<file path="config.mk">
export PLATFORM = sky130hd
export DESIGN_NAME = keyboard_scancode_to_ascii_buffer
export DESIGN_NICKNAME = d
export VERILOG_FILES = /design/src/design/kstoa_pkg.sv /design/src/design/kstoa_front.sv /design/src/design/kstoa_queue.sv /design/src/design/kstoa_back.sv /design/src/design/keyboard_scancode_to_ascii_buffer.sv
export SDC_FILE = /design/constraint.sdc
export NUM_CORES = 1
export LEC_CHECK = 0
export ABC_AREA = 1
export BUFFER_PORTS_ARGS = -buffer_cell sky130_fd_sc_hd__buf_4
export CAP_MARGIN = 10
export CELL_PAD_IN_SITES_DETAIL_PLACEMENT = 0
export CELL_PAD_IN_SITES_GLOBAL_PLACEMENT = 2
export CORE_UTILIZATION = 40
export DETAILED_ROUTE_END_ITERATION = 10
export PLACE_DENSITY = 0.87
export SLEW_MARGIN = 15
export SYNTH_ARGS = -nofsm -noshare
export SYNTH_HDL_FRONTEND = slang
export SYNTH_SLANG_ARGS = --single-unit
</file>
<file path="constraint.sdc">
create_clock -name clock -period 6.2 [get_ports clock]
set_clock_uncertainty 0.2 [all_clocks]
set_input_delay 0.31 -clock clock [delete_from_list [all_inputs] [get_ports clock]]
set_output_delay 0.31 -clock clock [all_outputs]
set_load 0.05 [all_outputs]
</file>
<file path="src/design/kstoa_pkg.sv">
// shared types, constants and the character rom for the scancode to ascii buffer
// no dependencies; imported by every module of the block
`default_nettype none

package kstoa_pkg;

   // scancodes with a fixed role
   localparam logic [7:0] KEY_ESC    = 8'h01;
   localparam logic [7:0] KEY_CTRL   = 8'h1D;
   localparam logic [7:0] KEY_LSHIFT = 8'h2A;
   localparam logic [7:0] KEY_RSHIFT = 8'h36;
   localparam logic [7:0] KEY_ALT    = 8'h38;
   localparam logic [7:0] KEY_CAPS   = 8'h3A;
   localparam logic [7:0] REL_BIT    = 8'h80;
   localparam logic [7:0] MAX_MAKE   = 8'h7F;
   localparam logic [7:0] ROM_KEYS   = 8'd58;

   localparam logic [6:0] CHAR_LOW_A = 7'h61;
   localparam logic [6:0] CHAR_LOW_Z = 7'h7A;
   localparam logic [6:0] CHAR_LOW_S = 7'h73;

   // field widths of the channels
   localparam int CHAR_W  = 7;
   localparam int COUNT_W = 5;
   localparam int CODE_W  = 8;

   // command queue between front and back
   localparam int QUEUE_DEPTH = 4;
   localparam int QPTR_W      = 2;
   localparam int QCNT_W      = 3;

   // input item operation
   typedef enum logic {
      OP_SCAN = 1'b0,
      OP_READ = 1'b1
   } op_type;

   // result kind
   typedef enum logic [1:0] {
      RSP_CHAR = 2'd0,
      RSP_DONE = 2'd1,
      RSP_SNAP = 2'd2
   } rsp_kind_type;

   // command kind handed from front to back
   typedef enum logic [1:0] {
      CMD_WRITE = 2'd0,
      CMD_SNAP  = 2'd1,
      CMD_READ  = 2'd2
   } cmd_kind_type;

   // one queued command; arg is the character or the read limit
   typedef struct packed {
      cmd_kind_type      kind;
      logic [CODE_W-1:0] arg;
   } cmd_type;

   // back end sequencer states
   typedef enum logic [1:0] {
      BK_IDLE  = 2'd0,
      BK_FETCH = 2'd1,
      BK_EMIT  = 2'd2
   } back_state_type;

   // one rom row: unshifted and shifted character
   typedef struct packed {
      logic [CHAR_W-1:0] lo;
      logic [CHAR_W-1:0] hi;
   } rom_entry_type;

   // set-1 make code to character, zero where the key has no character
   function automatic rom_entry_type char_rom(input logic [5:0] code);
      rom_entry_type e;
      case (code)
         6'd2:  e = '{7'h31, 7'h21};
         6'd3:  e = '{7'h32, 7'h40};
         6'd4:  e = '{7'h33, 7'h23};
         6'd5:  e = '{7'h34, 7'h24};
         6'd6:  e = '{7'h35, 7'h25};
         6'd7:  e = '{7'h36, 7'h5E};
         6'd8:  e = '{7'h37, 7'h26};
         6'd9:  e = '{7'h38, 7'h2A};
         6'd10: e = '{7'h39, 7'h28};
         6'd11: e = '{7'h30, 7'h29};
         6'd12: e = '{7'h2D, 7'h5F};
         6'd13: e = '{7'h3D, 7'h2B};
         6'd14: e = '{7'h08, 7'h08};
         6'd15: e = '{7'h09, 7'h09};
         6'd16: e = '{7'h71, 7'h51};
         6'd17: e = '{7'h77, 7'h57};
         6'd18: e = '{7'h65, 7'h45};
         6'd19: e = '{7'h72, 7'h52};
         6'd20: e = '{7'h74, 7'h54};
         6'd21: e = '{7'h79, 7'h59};
         6'd22: e = '{7'h75, 7'h55};
         6'd23: e = '{7'h69, 7'h49};
         6'd24: e = '{7'h6F, 7'h4F};
         6'd25: e = '{7'h70, 7'h50};
         6'd26: e = '{7'h5B, 7'h7B};
         6'd27: e = '{7'h5D, 7'h7D};
         6'd28: e = '{7'h0A, 7'h0A};
         6'd30: e = '{7'h61, 7'h41};
         6'd31: e = '{7'h73, 7'h53};
         6'd32: e = '{7'h64, 7'h44};
         6'd33: e = '{7'h66, 7'h46};
         6'd34: e = '{7'h67, 7'h47};
         6'd35: e = '{7'h68, 7'h48};
         6'd36: e = '{7'h6A, 7'h4A};
         6'd37: e = '{7'h6B, 7'h4B};
         6'd38: e = '{7'h6C, 7'h4C};
         6'd39: e = '{7'h3B, 7'h3A};
         6'd40: e = '{7'h27, 7'h22};
         6'd41: e = '{7'h60, 7'h7E};
         6'd43: e = '{7'h5C, 7'h7C};
         6'd44: e = '{7'h7A, 7'h5A};
         6'd45: e = '{7'h78, 7'h58};
         6'd46: e = '{7'h63, 7'h43};
         6'd47: e = '{7'h76, 7'h56};
         6'd48: e = '{7'h62, 7'h42};
         6'd49: e = '{7'h6E, 7'h4E};
         6'd50: e = '{7'h6D, 7'h4D};
         6'd51: e = '{7'h2C, 7'h3C};
         6'd52: e = '{7'h2E, 7'h3E};
         6'd53: e = '{7'h2F, 7'h3F};
         6'd57: e = '{7'h20, 7'h20};
         default: e = '{7'h00, 7'h00};
      endcase
      return e;
   endfunction

endpackage

`default_nettype wire

</file>
<file path="src/design/kstoa_front.sv">
// front end: accepts items, tracks modifier keys, maps scancodes to commands
// depends on kstoa_pkg
`default_nettype none

module kstoa_front (
   input  wire logic                      clock,
   input  wire logic                      reset,
   input  wire logic                      req_tvalid,
   output logic                           req_tready,
   input  wire logic [15:0]               req_tdata,   // key_code[7:0], read_limit[15:8]
   input  wire logic                      req_tuser,   // operation
   input  wire logic                      q_full,
   output logic                           q_push,
   output kstoa_pkg::cmd_type             q_cmd
);
   import kstoa_pkg::*;

   logic              shift_ff, shift_in;
   logic              caps_ff, caps_in;
   logic              ctrl_ff, ctrl_in;
   logic              accept;
   logic [CODE_W-1:0] code;
   logic [CODE_W-1:0] limit;
   logic              is_mod;
   logic              has_char;
   rom_entry_type     entry;
   logic              col;
   logic [CHAR_W-1:0] ch;

   assign code       = req_tdata[7:0];
   assign limit      = req_tdata[15:8];
   assign req_tready = !q_full;
   assign accept     = req_tvalid && req_tready;

   // modifier flag updates
   always_comb begin
      shift_in = shift_ff;
      caps_in  = caps_ff;
      ctrl_in  = ctrl_ff;
      if (accept && (op_type'(req_tuser) == OP_SCAN)) begin
         if (code == KEY_LSHIFT || code == KEY_RSHIFT) begin
            shift_in = 1'b1;
         end else if (code == (KEY_LSHIFT | REL_BIT) || code == (KEY_RSHIFT | REL_BIT)) begin
            shift_in = 1'b0;
         end else if (code == KEY_CAPS) begin
            caps_in = !caps_ff;
         end else if (code == KEY_CTRL) begin
            ctrl_in = 1'b1;
         end else if (code == (KEY_CTRL | REL_BIT)) begin
            ctrl_in = 1'b0;
         end
      end
   end

   always_ff @(posedge clock) begin
      if (reset) begin
         shift_ff <= 1'b0;
         caps_ff  <= 1'b0;
         ctrl_ff  <= 1'b0;
      end else begin
         shift_ff <= shift_in;
         caps_ff  <= caps_in;
         ctrl_ff  <= ctrl_in;
      end
   end

   // character lookup; caps swaps the column for letters only
   always_comb begin
      is_mod = (code == KEY_ESC) || (code == KEY_CTRL) || (code == KEY_LSHIFT) ||
               (code == KEY_RSHIFT) || (code == KEY_ALT) || (code == KEY_CAPS);
      has_char = (code <= MAX_MAKE) && (code < ROM_KEYS) && !is_mod;
      entry = char_rom(code[5:0]);
      col = shift_ff ^ (caps_ff && (entry.lo >= CHAR_LOW_A) && (entry.lo <= CHAR_LOW_Z));
      ch = col ? entry.hi : entry.lo;
   end

   // command to the back end
   always_comb begin
      q_push   = 1'b0;
      q_cmd.kind = CMD_WRITE;
      q_cmd.arg  = {1'b0, ch};
      if (accept) begin
         if (op_type'(req_tuser) == OP_READ) begin
            q_push     = 1'b1;
            q_cmd.kind = CMD_READ;
            q_cmd.arg  = limit;
         end else if (has_char) begin
            if (ctrl_ff) begin
               q_push     = (ch == CHAR_LOW_S);
               q_cmd.kind = CMD_SNAP;
            end else begin
               q_push = (ch != '0);
            end
         end
      end
   end

endmodule

`default_nettype wire

</file>
<file path="src/design/kstoa_queue.sv">
// short command queue that decouples the front end from the back end
// depends on kstoa_pkg
`default_nettype none

module kstoa_queue (
   input  wire logic                 clock,
   input  wire logic                 reset,
   input  wire logic                 push,
   input  wire kstoa_pkg::cmd_type   push_cmd,
   input  wire logic                 pop,
   output logic                      full,
   output logic                      not_empty,
   output kstoa_pkg::cmd_type        head_cmd
);
   import kstoa_pkg::*;

   cmd_type           slot_ff [QUEUE_DEPTH];
   logic [QPTR_W-1:0] wptr_ff, wptr_in;
   logic [QPTR_W-1:0] rptr_ff, rptr_in;
   logic [QCNT_W-1:0] cnt_ff, cnt_in;
   logic              do_push;
   logic              do_pop;

   assign full      = (cnt_ff == QCNT_W'(QUEUE_DEPTH));
   assign not_empty = (cnt_ff != '0);
   assign head_cmd  = slot_ff[rptr_ff];
   assign do_push   = push && !full;
   assign do_pop    = pop && not_empty;

   // pointer and fill count
   always_comb begin
      wptr_in = do_push ? wptr_ff + 1'b1 : wptr_ff;
      rptr_in = do_pop ? rptr_ff + 1'b1 : rptr_ff;
      cnt_in  = cnt_ff;
      if (do_push && !do_pop) begin
         cnt_in = cnt_ff + 1'b1;
      end else if (do_pop && !do_push) begin
         cnt_in = cnt_ff - 1'b1;
      end
   end

   always_ff @(posedge clock) begin
      if (reset) begin
         wptr_ff <= '0;
         rptr_ff <= '0;
         cnt_ff  <= '0;
      end else begin
         wptr_ff <= wptr_in;
         rptr_ff <= rptr_in;
         cnt_ff  <= cnt_in;
      end
   end

   // slot storage
   always_ff @(posedge clock) begin
      if (do_push) begin
         slot_ff[wptr_ff] <= push_cmd;
      end
   end

endmodule

`default_nettype wire

</file>
<file path="src/design/kstoa_back.sv">
// back end: character ring, read sequencer and the result output register
// depends on kstoa_pkg
`default_nettype none

module kstoa_back #(
   parameter int RING_DEPTH = 16
) (
   input  wire logic                 clock,
   input  wire logic                 reset,
   input  wire logic                 q_not_empty,
   input  wire kstoa_pkg::cmd_type   q_cmd,
   output logic                      q_pop,
   output logic                      rsp_tvalid,
   input  wire logic                 rsp_tready,
   output logic [15:0]               rsp_tdata,   // char_code[6:0], count[11:7]
   output logic [1:0]                rsp_tuser,   // kind
   output logic                      rsp_tlast    // last
);
   import kstoa_pkg::*;

   localparam int PW    = $clog2(RING_DEPTH);
   localparam int NW    = $clog2(RING_DEPTH + 1);
   localparam int LW    = (NW > CODE_W) ? NW : CODE_W;
   localparam int CW    = (NW > COUNT_W) ? NW : COUNT_W;

   back_state_type    state_ff, state_in;
   logic [CHAR_W-1:0] ring_mem [RING_DEPTH];
   logic [RING_DEPTH-1:0] full_ff, full_in;
   logic [PW-1:0]     wr_pos_ff, wr_pos_in;
   logic [PW-1:0]     rd_pos_ff, rd_pos_in;
   logic [NW-1:0]     n_ff, n_in;
   logic [CODE_W-1:0] limit_ff, limit_in;
   logic [CHAR_W-1:0] rd_data_ff;
   logic              rd_full_ff;
   logic              wr_en;
   logic              more;
   logic              out_free;
   logic [CW-1:0]     n_wide;

   logic              rsp_valid_ff, rsp_valid_in;
   rsp_kind_type      rsp_kind_ff, rsp_kind_in;
   logic [CHAR_W-1:0] rsp_char_ff, rsp_char_in;
   logic [COUNT_W-1:0] rsp_count_ff, rsp_count_in;
   logic              rsp_last_ff, rsp_last_in;

   assign out_free = !rsp_valid_ff || rsp_tready;
   assign n_wide   = CW'(n_ff);
   assign more     = rd_full_ff && (LW'(n_ff) != LW'(limit_ff)) &&
                     (n_ff != NW'(RING_DEPTH));

   // sequencer: writes, snapshot results and the read drain
   always_comb begin
      state_in     = state_ff;
      q_pop        = 1'b0;
      wr_en        = 1'b0;
      full_in      = full_ff;
      wr_pos_in    = wr_pos_ff;
      rd_pos_in    = rd_pos_ff;
      n_in         = n_ff;
      limit_in     = limit_ff;
      rsp_valid_in = rsp_valid_ff && !rsp_tready;
      rsp_kind_in  = rsp_kind_ff;
      rsp_char_in  = rsp_char_ff;
      rsp_count_in = rsp_count_ff;
      rsp_last_in  = rsp_last_ff;
      case (state_ff)
         BK_IDLE: begin
            if (q_not_empty) begin
               case (q_cmd.kind)
                  CMD_WRITE: begin
                     q_pop              = 1'b1;
                     wr_en              = 1'b1;
                     full_in[wr_pos_ff] = 1'b1;
                     wr_pos_in = (wr_pos_ff == PW'(RING_DEPTH - 1)) ? '0 : wr_pos_ff + 1'b1;
                  end
                  CMD_SNAP: begin
                     if (out_free) begin
                        q_pop        = 1'b1;
                        rsp_valid_in = 1'b1;
                        rsp_kind_in  = RSP_SNAP;
                        rsp_char_in  = '0;
                        rsp_count_in = '0;
                        rsp_last_in  = 1'b1;
                     end
                  end
                  CMD_READ: begin
                     q_pop    = 1'b1;
                     limit_in = q_cmd.arg;
                     n_in     = '0;
                     state_in = BK_FETCH;
                  end
                  default: begin
                     q_pop = 1'b1;
                  end
               endcase
            end
         end
         BK_FETCH: begin
            state_in = BK_EMIT;
         end
         BK_EMIT: begin
            if (out_free) begin
               rsp_valid_in = 1'b1;
               if (more) begin
                  rsp_kind_in        = RSP_CHAR;
                  rsp_char_in        = rd_data_ff;
                  rsp_count_in       = '0;
                  rsp_last_in        = 1'b0;
                  full_in[rd_pos_ff] = 1'b0;
                  rd_pos_in = (rd_pos_ff == PW'(RING_DEPTH - 1)) ? '0 : rd_pos_ff + 1'b1;
                  n_in      = n_ff + 1'b1;
                  state_in  = BK_FETCH;
               end else begin
                  rsp_kind_in  = RSP_DONE;
                  rsp_char_in  = '0;
                  rsp_count_in = n_wide[COUNT_W-1:0];
                  rsp_last_in  = 1'b1;
                  state_in     = BK_IDLE;
               end
            end
         end
         default: begin
            state_in = BK_IDLE;
         end
      endcase
   end

   // state register
   always_ff @(posedge clock) begin
      if (reset) begin
         state_ff <= BK_IDLE;
      end else begin
         state_ff <= state_in;
      end
   end

   // control registers; occupied flags clear the ring at reset
   always_ff @(posedge clock) begin
      if (reset) begin
         full_ff      <= '0;
         wr_pos_ff    <= '0;
         rd_pos_ff    <= '0;
         rsp_valid_ff <= 1'b0;
      end else begin
         full_ff      <= full_in;
         wr_pos_ff    <= wr_pos_in;
         rd_pos_ff    <= rd_pos_in;
         rsp_valid_ff <= rsp_valid_in;
      end
   end

   // payload registers
   always_ff @(posedge clock) begin
      n_ff         <= n_in;
      limit_ff     <= limit_in;
      rsp_kind_ff  <= rsp_kind_in;
      rsp_char_ff  <= rsp_char_in;
      rsp_count_ff <= rsp_count_in;
      rsp_last_ff  <= rsp_last_in;
   end

   // ring memory, registered read at the read position
   always_ff @(posedge clock) begin
      if (wr_en) begin
         ring_mem[wr_pos_ff] <= q_cmd.arg[CHAR_W-1:0];
      end
      rd_data_ff <= ring_mem[rd_pos_ff];
      rd_full_ff <= full_ff[rd_pos_ff];
   end

   assign rsp_tvalid = rsp_valid_ff;
   assign rsp_tuser  = rsp_kind_ff;
   assign rsp_tdata  = {4'b0, rsp_count_ff, rsp_char_ff};
   assign rsp_tlast  = rsp_last_ff;

endmodule

`default_nettype wire

</file>
<file path="src/design/keyboard_scancode_to_ascii_buffer.sv">
// top level of the scancode to ascii buffer: front end, command queue, back end
// depends on kstoa_pkg, kstoa_front, kstoa_queue, kstoa_back
// Usage:
//   req channel carries either a set-1 scancode (req_tuser = 0) or a read
//   request (req_tuser = 1) with the most characters to take in read_limit.
//   rsp channel returns kind in rsp_tuser: a character, a read finished with
//   the count delivered, or a snapshot request when ctrl+s is pressed;
//   rsp_tlast marks the final result caused by one input item.
// Timing:
//   the front end takes one item per cycle into a four-entry command queue;
//   req_tready drops only while that queue is full.
//   the back end handles a ring write or a snapshot straight from idle; a read
//   alternates a registered ring read (fetch) and the output of one character
//   (emit), then outputs the finished result, taking no other command meanwhile.
//   with the back end idle, a snapshot result is registered in the command
//   queue and then the result register; a read also passes fetch and emit.
// Reset: synchronous; clears modifier flags, ring positions, the queue and all
//   ring occupied flags, so the ring reads as empty at once.
// Stall: a low rsp_tready holds the result register; the back end waits at its
//   next snapshot or read result, the queue fills and then req_tready goes low.
`default_nettype none

module keyboard_scancode_to_ascii_buffer #(
   parameter int RING_DEPTH = 16
) (
   input  wire logic        clock,
   input  wire logic        reset,
   input  wire logic        req_tvalid,
   output logic             req_tready,
   input  wire logic [15:0] req_tdata,   // key_code[7:0], read_limit[15:8]
   input  wire logic        req_tuser,   // operation
   output logic             rsp_tvalid,
   input  wire logic        rsp_tready,
   output logic [15:0]      rsp_tdata,   // char_code[6:0], count[11:7], zero fill
   output logic [1:0]       rsp_tuser,   // kind
   output logic             rsp_tlast    // last
);
   import kstoa_pkg::*;

   logic    q_full;
   logic    q_push;
   logic    q_pop;
   logic    q_not_empty;
   cmd_type push_cmd;
   cmd_type head_cmd;

   // classify incoming items
   kstoa_front u_front (
      .clock      (clock),
      .reset      (reset),
      .req_tvalid (req_tvalid),
      .req_tready (req_tready),
      .req_tdata  (req_tdata),
      .req_tuser  (req_tuser),
      .q_full     (q_full),
      .q_push     (q_push),
      .q_cmd      (push_cmd)
   );

   // decoupling queue
   kstoa_queue u_queue (
      .clock     (clock),
      .reset     (reset),
      .push      (q_push),
      .push_cmd  (push_cmd),
      .pop       (q_pop),
      .full      (q_full),
      .not_empty (q_not_empty),
      .head_cmd  (head_cmd)
   );

   // ring and result generation
   kstoa_back #(
      .RING_DEPTH (RING_DEPTH)
   ) u_back (
      .clock       (clock),
      .reset       (reset),
      .q_not_empty (q_not_empty),
      .q_cmd       (head_cmd),
      .q_pop       (q_pop),
      .rsp_tvalid  (rsp_tvalid),
      .rsp_tready  (rsp_tready),
      .rsp_tdata   (rsp_tdata),
      .rsp_tuser   (rsp_tuser),
      .rsp_tlast   (rsp_tlast)
   );

endmodule

`default_nettype wire

</file>
==> flow_summary.toml <==
[status]
status = "finished, final reports clean"

[sta]
rsz0062_at_grt = "no"
hold_slack_ns = 0.005252
fin_crit_ns = 3.950
max_clock_freq_mhz = 253.2
tns_ns = 0
setup_viol = 0
final_hold_viol_count = 0
slew_headroom_pct = 32.70
fin_crit_sh_pct = 63.70
setup_ws_ns = 2.250
worstMarginPinSlew_ns = 1.008
maxSlewViolCount = 0

[global_route]
grt_pass1_wl_um = 43100
grt_pass1_vias = 7888
grt-ovfl-total = 0
grt_max_degree = 70
grtUsageTotal_pct = 19.76
antenna_found_initial = 1

[cts]
cts_buffers = 24
cts-root-buf = "clkbuf_16"
cts.repair.resized = 0
clkLatencyLatePin_ns = 0.52
clockBufferDepth = 3
h-tree-depth = 1
cts.clk_slew.worst_paths_ns = 0.06
cts_tree = "yes"
clock_sinks = 227

[die]
core_um2 = 26350
io_pins = 42
dieHeight_um = 166.7
row_count = 59
die_w_um = 166.7
floorplan.initialDensity_pct = 41.15
dieArea_um2 = 27780

[layout]
finalNonFillerCells = 1527
nets = 1223
antenna_cells_inserted = 0
syn2layout_area_growth_pct = 12.98
fin_area_um2 = 12250
fillers = 2517
layout-drive-gt1-share_pct = 10.74

[min_path]
worstHoldPathType = "in -> reg"
hold_start = "req_tdata[9]"
min_delay_path_depth = 3
hold_end = "u_queue.slot_ff[3][1]"

[power]
p_per_area_nw_per_um2 = 390.4
power.leakage_nw = 4.487
irDropWorstVdd_uv = 182.2

[synthesis]
ys.flop_type = "edfxtp_1"
synth_seq_cells = 227
ys_async_sr_fraction_pct = 0
syn-cell-area_um2 = 10850
synth.yosys.seq_area_share_pct = 58.51
synth_warnings = 0
synth.avg_cell_area_um2 = 9.530
synth_edf_count = 180
netlist_instances = 1138
ys_types = 54

[setup_path]
cp.arrival_ns = 3.88
crit_fanout = 21
cp.required_ns = 6.13
crit_path_start_kind = "flip-flop"
cp_slowest_stage_delay_ns = 0.81
reg2reg_depth = 8
crit_slowest_cell = "nor2_1"
crit_chain = "inv_1, nand2_1, a32oi_1, inv_1, nand2_1, nor2_1, clkinv_1, nor2_1"
endpoint_kind = "flip-flop"
r2r_end = "u_back.ring_mem[1][6]"
rrSetupSlack_ns = 2.25
critPathKind = "reg -> reg"

[placed_design]
port_buffers = 37
globalplace.congestion = 0.9344
dp.cells = 1475
post-dp-hpwl_um = 18330
dp_slack_ns = 2.115
postPlaceCellArea_um2 = 11390

[flow_run]
drv_cap = 0

[drt]
drcViolationCount = 0
wirelength_um = 27220
ant_nets = 0
drt_iter0_drc = 677
dr_total_vias = 8106
drtPass1Iterations = 8
viasPerCell = 5.308
wl_per_cell_um = 17.82
-- placed cells by master, fill, tap and decap left out, drive strengths merged, types with 2 or more instances in the layout --
| cell type | instances |
|---|---|
| dlygate4sd3 | 8 |
| nand4 | 12 |
| nor4 | 2 |
| nand3 | 47 |
| o2111ai | 2 |
| a32oi | 4 |
| nor3b | 3 |
| o211ai | 5 |
| a221oi | 2 |
| a21oi | 61 |
| o31ai | 2 |
| xor2 | 2 |
| clkinvlp | 2 |
| inv | 93 |
| o21ai | 141 |
| a31oi | 3 |
| ha | 27 |
| o22ai | 37 |
| buf | 50 |
| clkinv | 7 |
| conb | 4 |
| dfxtp | 47 |
| a21boi | 3 |
| edfxtp | 180 |
| nor3 | 13 |
| nor2 | 174 |
| nand2 | 212 |
| clkbuf | 38 |
-- layer usage --
layer | GRT usage (%) | vias to the layer above | routed length [um]
met5 | 0 | - | 0
met4 | 7.448 | 0 | 967
met3 | 2.424 | 63 | 1322
met2 | 32.88 | 231 | 12790
met1 | 26.41 | 3812 | 12140
li1 | - | 4000 | -
-- synthesized netlist by cell type (all sizes together), types with 5 or more instances --
cell type | number | share of area [%]
nand2 | 212 | 7.8
edfxtp | 180 | 50
nor2 | 174 | 6.4
o21ai | 141 | 6.5
inv | 94 | 3.3
a21oi | 61 | 2.9
dfxtp | 47 | 8.7
nand3 | 47 | 2.4
o22ai | 37 | 2.1
clkbuf | 36 | 1.2
ha | 27 | 3.1
buf | 15 | 1.1
nor3 | 13 | 0.75
nand4 | 12 | 0.83
o211ai | 5 | 0.35
-- through the flow --
stage	util [%]	power (mW)
after detailed placement	43.24	3.416
after floorplan	-	2.949
final	46.49	4.784
after global routing	46.49	5.019
after CTS	46.47	4.815
after global placement	43.24	3.399
-- registers in the layout, indices dropped and copies added, names as in the netlist, 2 cells and up, named ones only --
name and flops:
u_back.full_ff 16, u_back.limit_ff 8, u_back.n_ff 5, u_back.rd_data_ff 7, u_back.rd_pos_ff 4, u_back.ring_mem 112
u_back.rsp_char_ff 7, u_back.rsp_count_ff 5, u_back.rsp_tuser 2, u_back.state_ff 2, u_back.wr_pos_ff 4, u_queue.cnt_ff 3
u_queue.rptr_ff 2, u_queue.slot_ff 40, u_queue.wptr_ff 2
-- cell type report --
type	instances	area (um^2)	share of cell area (%)
inverter	97	366.6	2.992
clock buffer	38	714.4	5.831
tap	335	419.2	3.421
timing repair buffer	58	455.4	3.717
clock inverter	6	58.81	0.4799
multi-input combinational	766	3891	31.76
sequential	227	6347	51.80
-- report_power, final --
group | internal (mW) | total, mW | switching [mW]
Sequential | 2.02 | 2.12 | 0.0939
Clock | 0.830 | 1.40 | 0.567
Combinational | 0.320 | 1.27 | 0.949
Total | 3.17 | 4.78 | 1.61
-- worst max-delay path by stage --
stage / slack [ns] / cells past startpoint / endpoint
2_1_floorplan: 2.68 / 22 / u_queue.cnt_ff[1]
6_report: 2.25 / 8 / u_back.ring_mem[1][6]
4_1_cts: 2.21 / 8 / u_back.ring_mem[3][0]
5_1_grt: 1.86 / 8 / u_back.ring_mem[3][6]
3_3_place_gp: 2.12 / 29 / u_queue.cnt_ff[2]
3_5_place_dp: 2.11 / 27 / u_queue.cnt_ff[1]
-- what timing repair did --
item / in CTS / in global routing
hold buffers: 8 / 0
setup buffers: 0 / 0
hold endpoints to repair: 13 / 0
-- worst max-delay path: cells and delay by family, from the launching register on --
family          cells  cell delay (ns)
compound gates      1             0.17
simple gates        4             1.32
buf+inv             3             1.13
flops               1             0.74
-- cells by family (layout without fill, tap and decap cells) --
family	Yosys count	count (layout)	synth area share, %
DFF	227	227	58.51
buffers and inverters	148	199	5.757
and+or+nand+nor	466	466	18.64
xor gates and xnor gates	2	2	0.1615
AOI/OAI and AO/OA	266	266	13.59
other	1	4	0.03458
adders and majority gates	28	28	3.299
No activity file was read; power rests on OpenSTA's default activity.
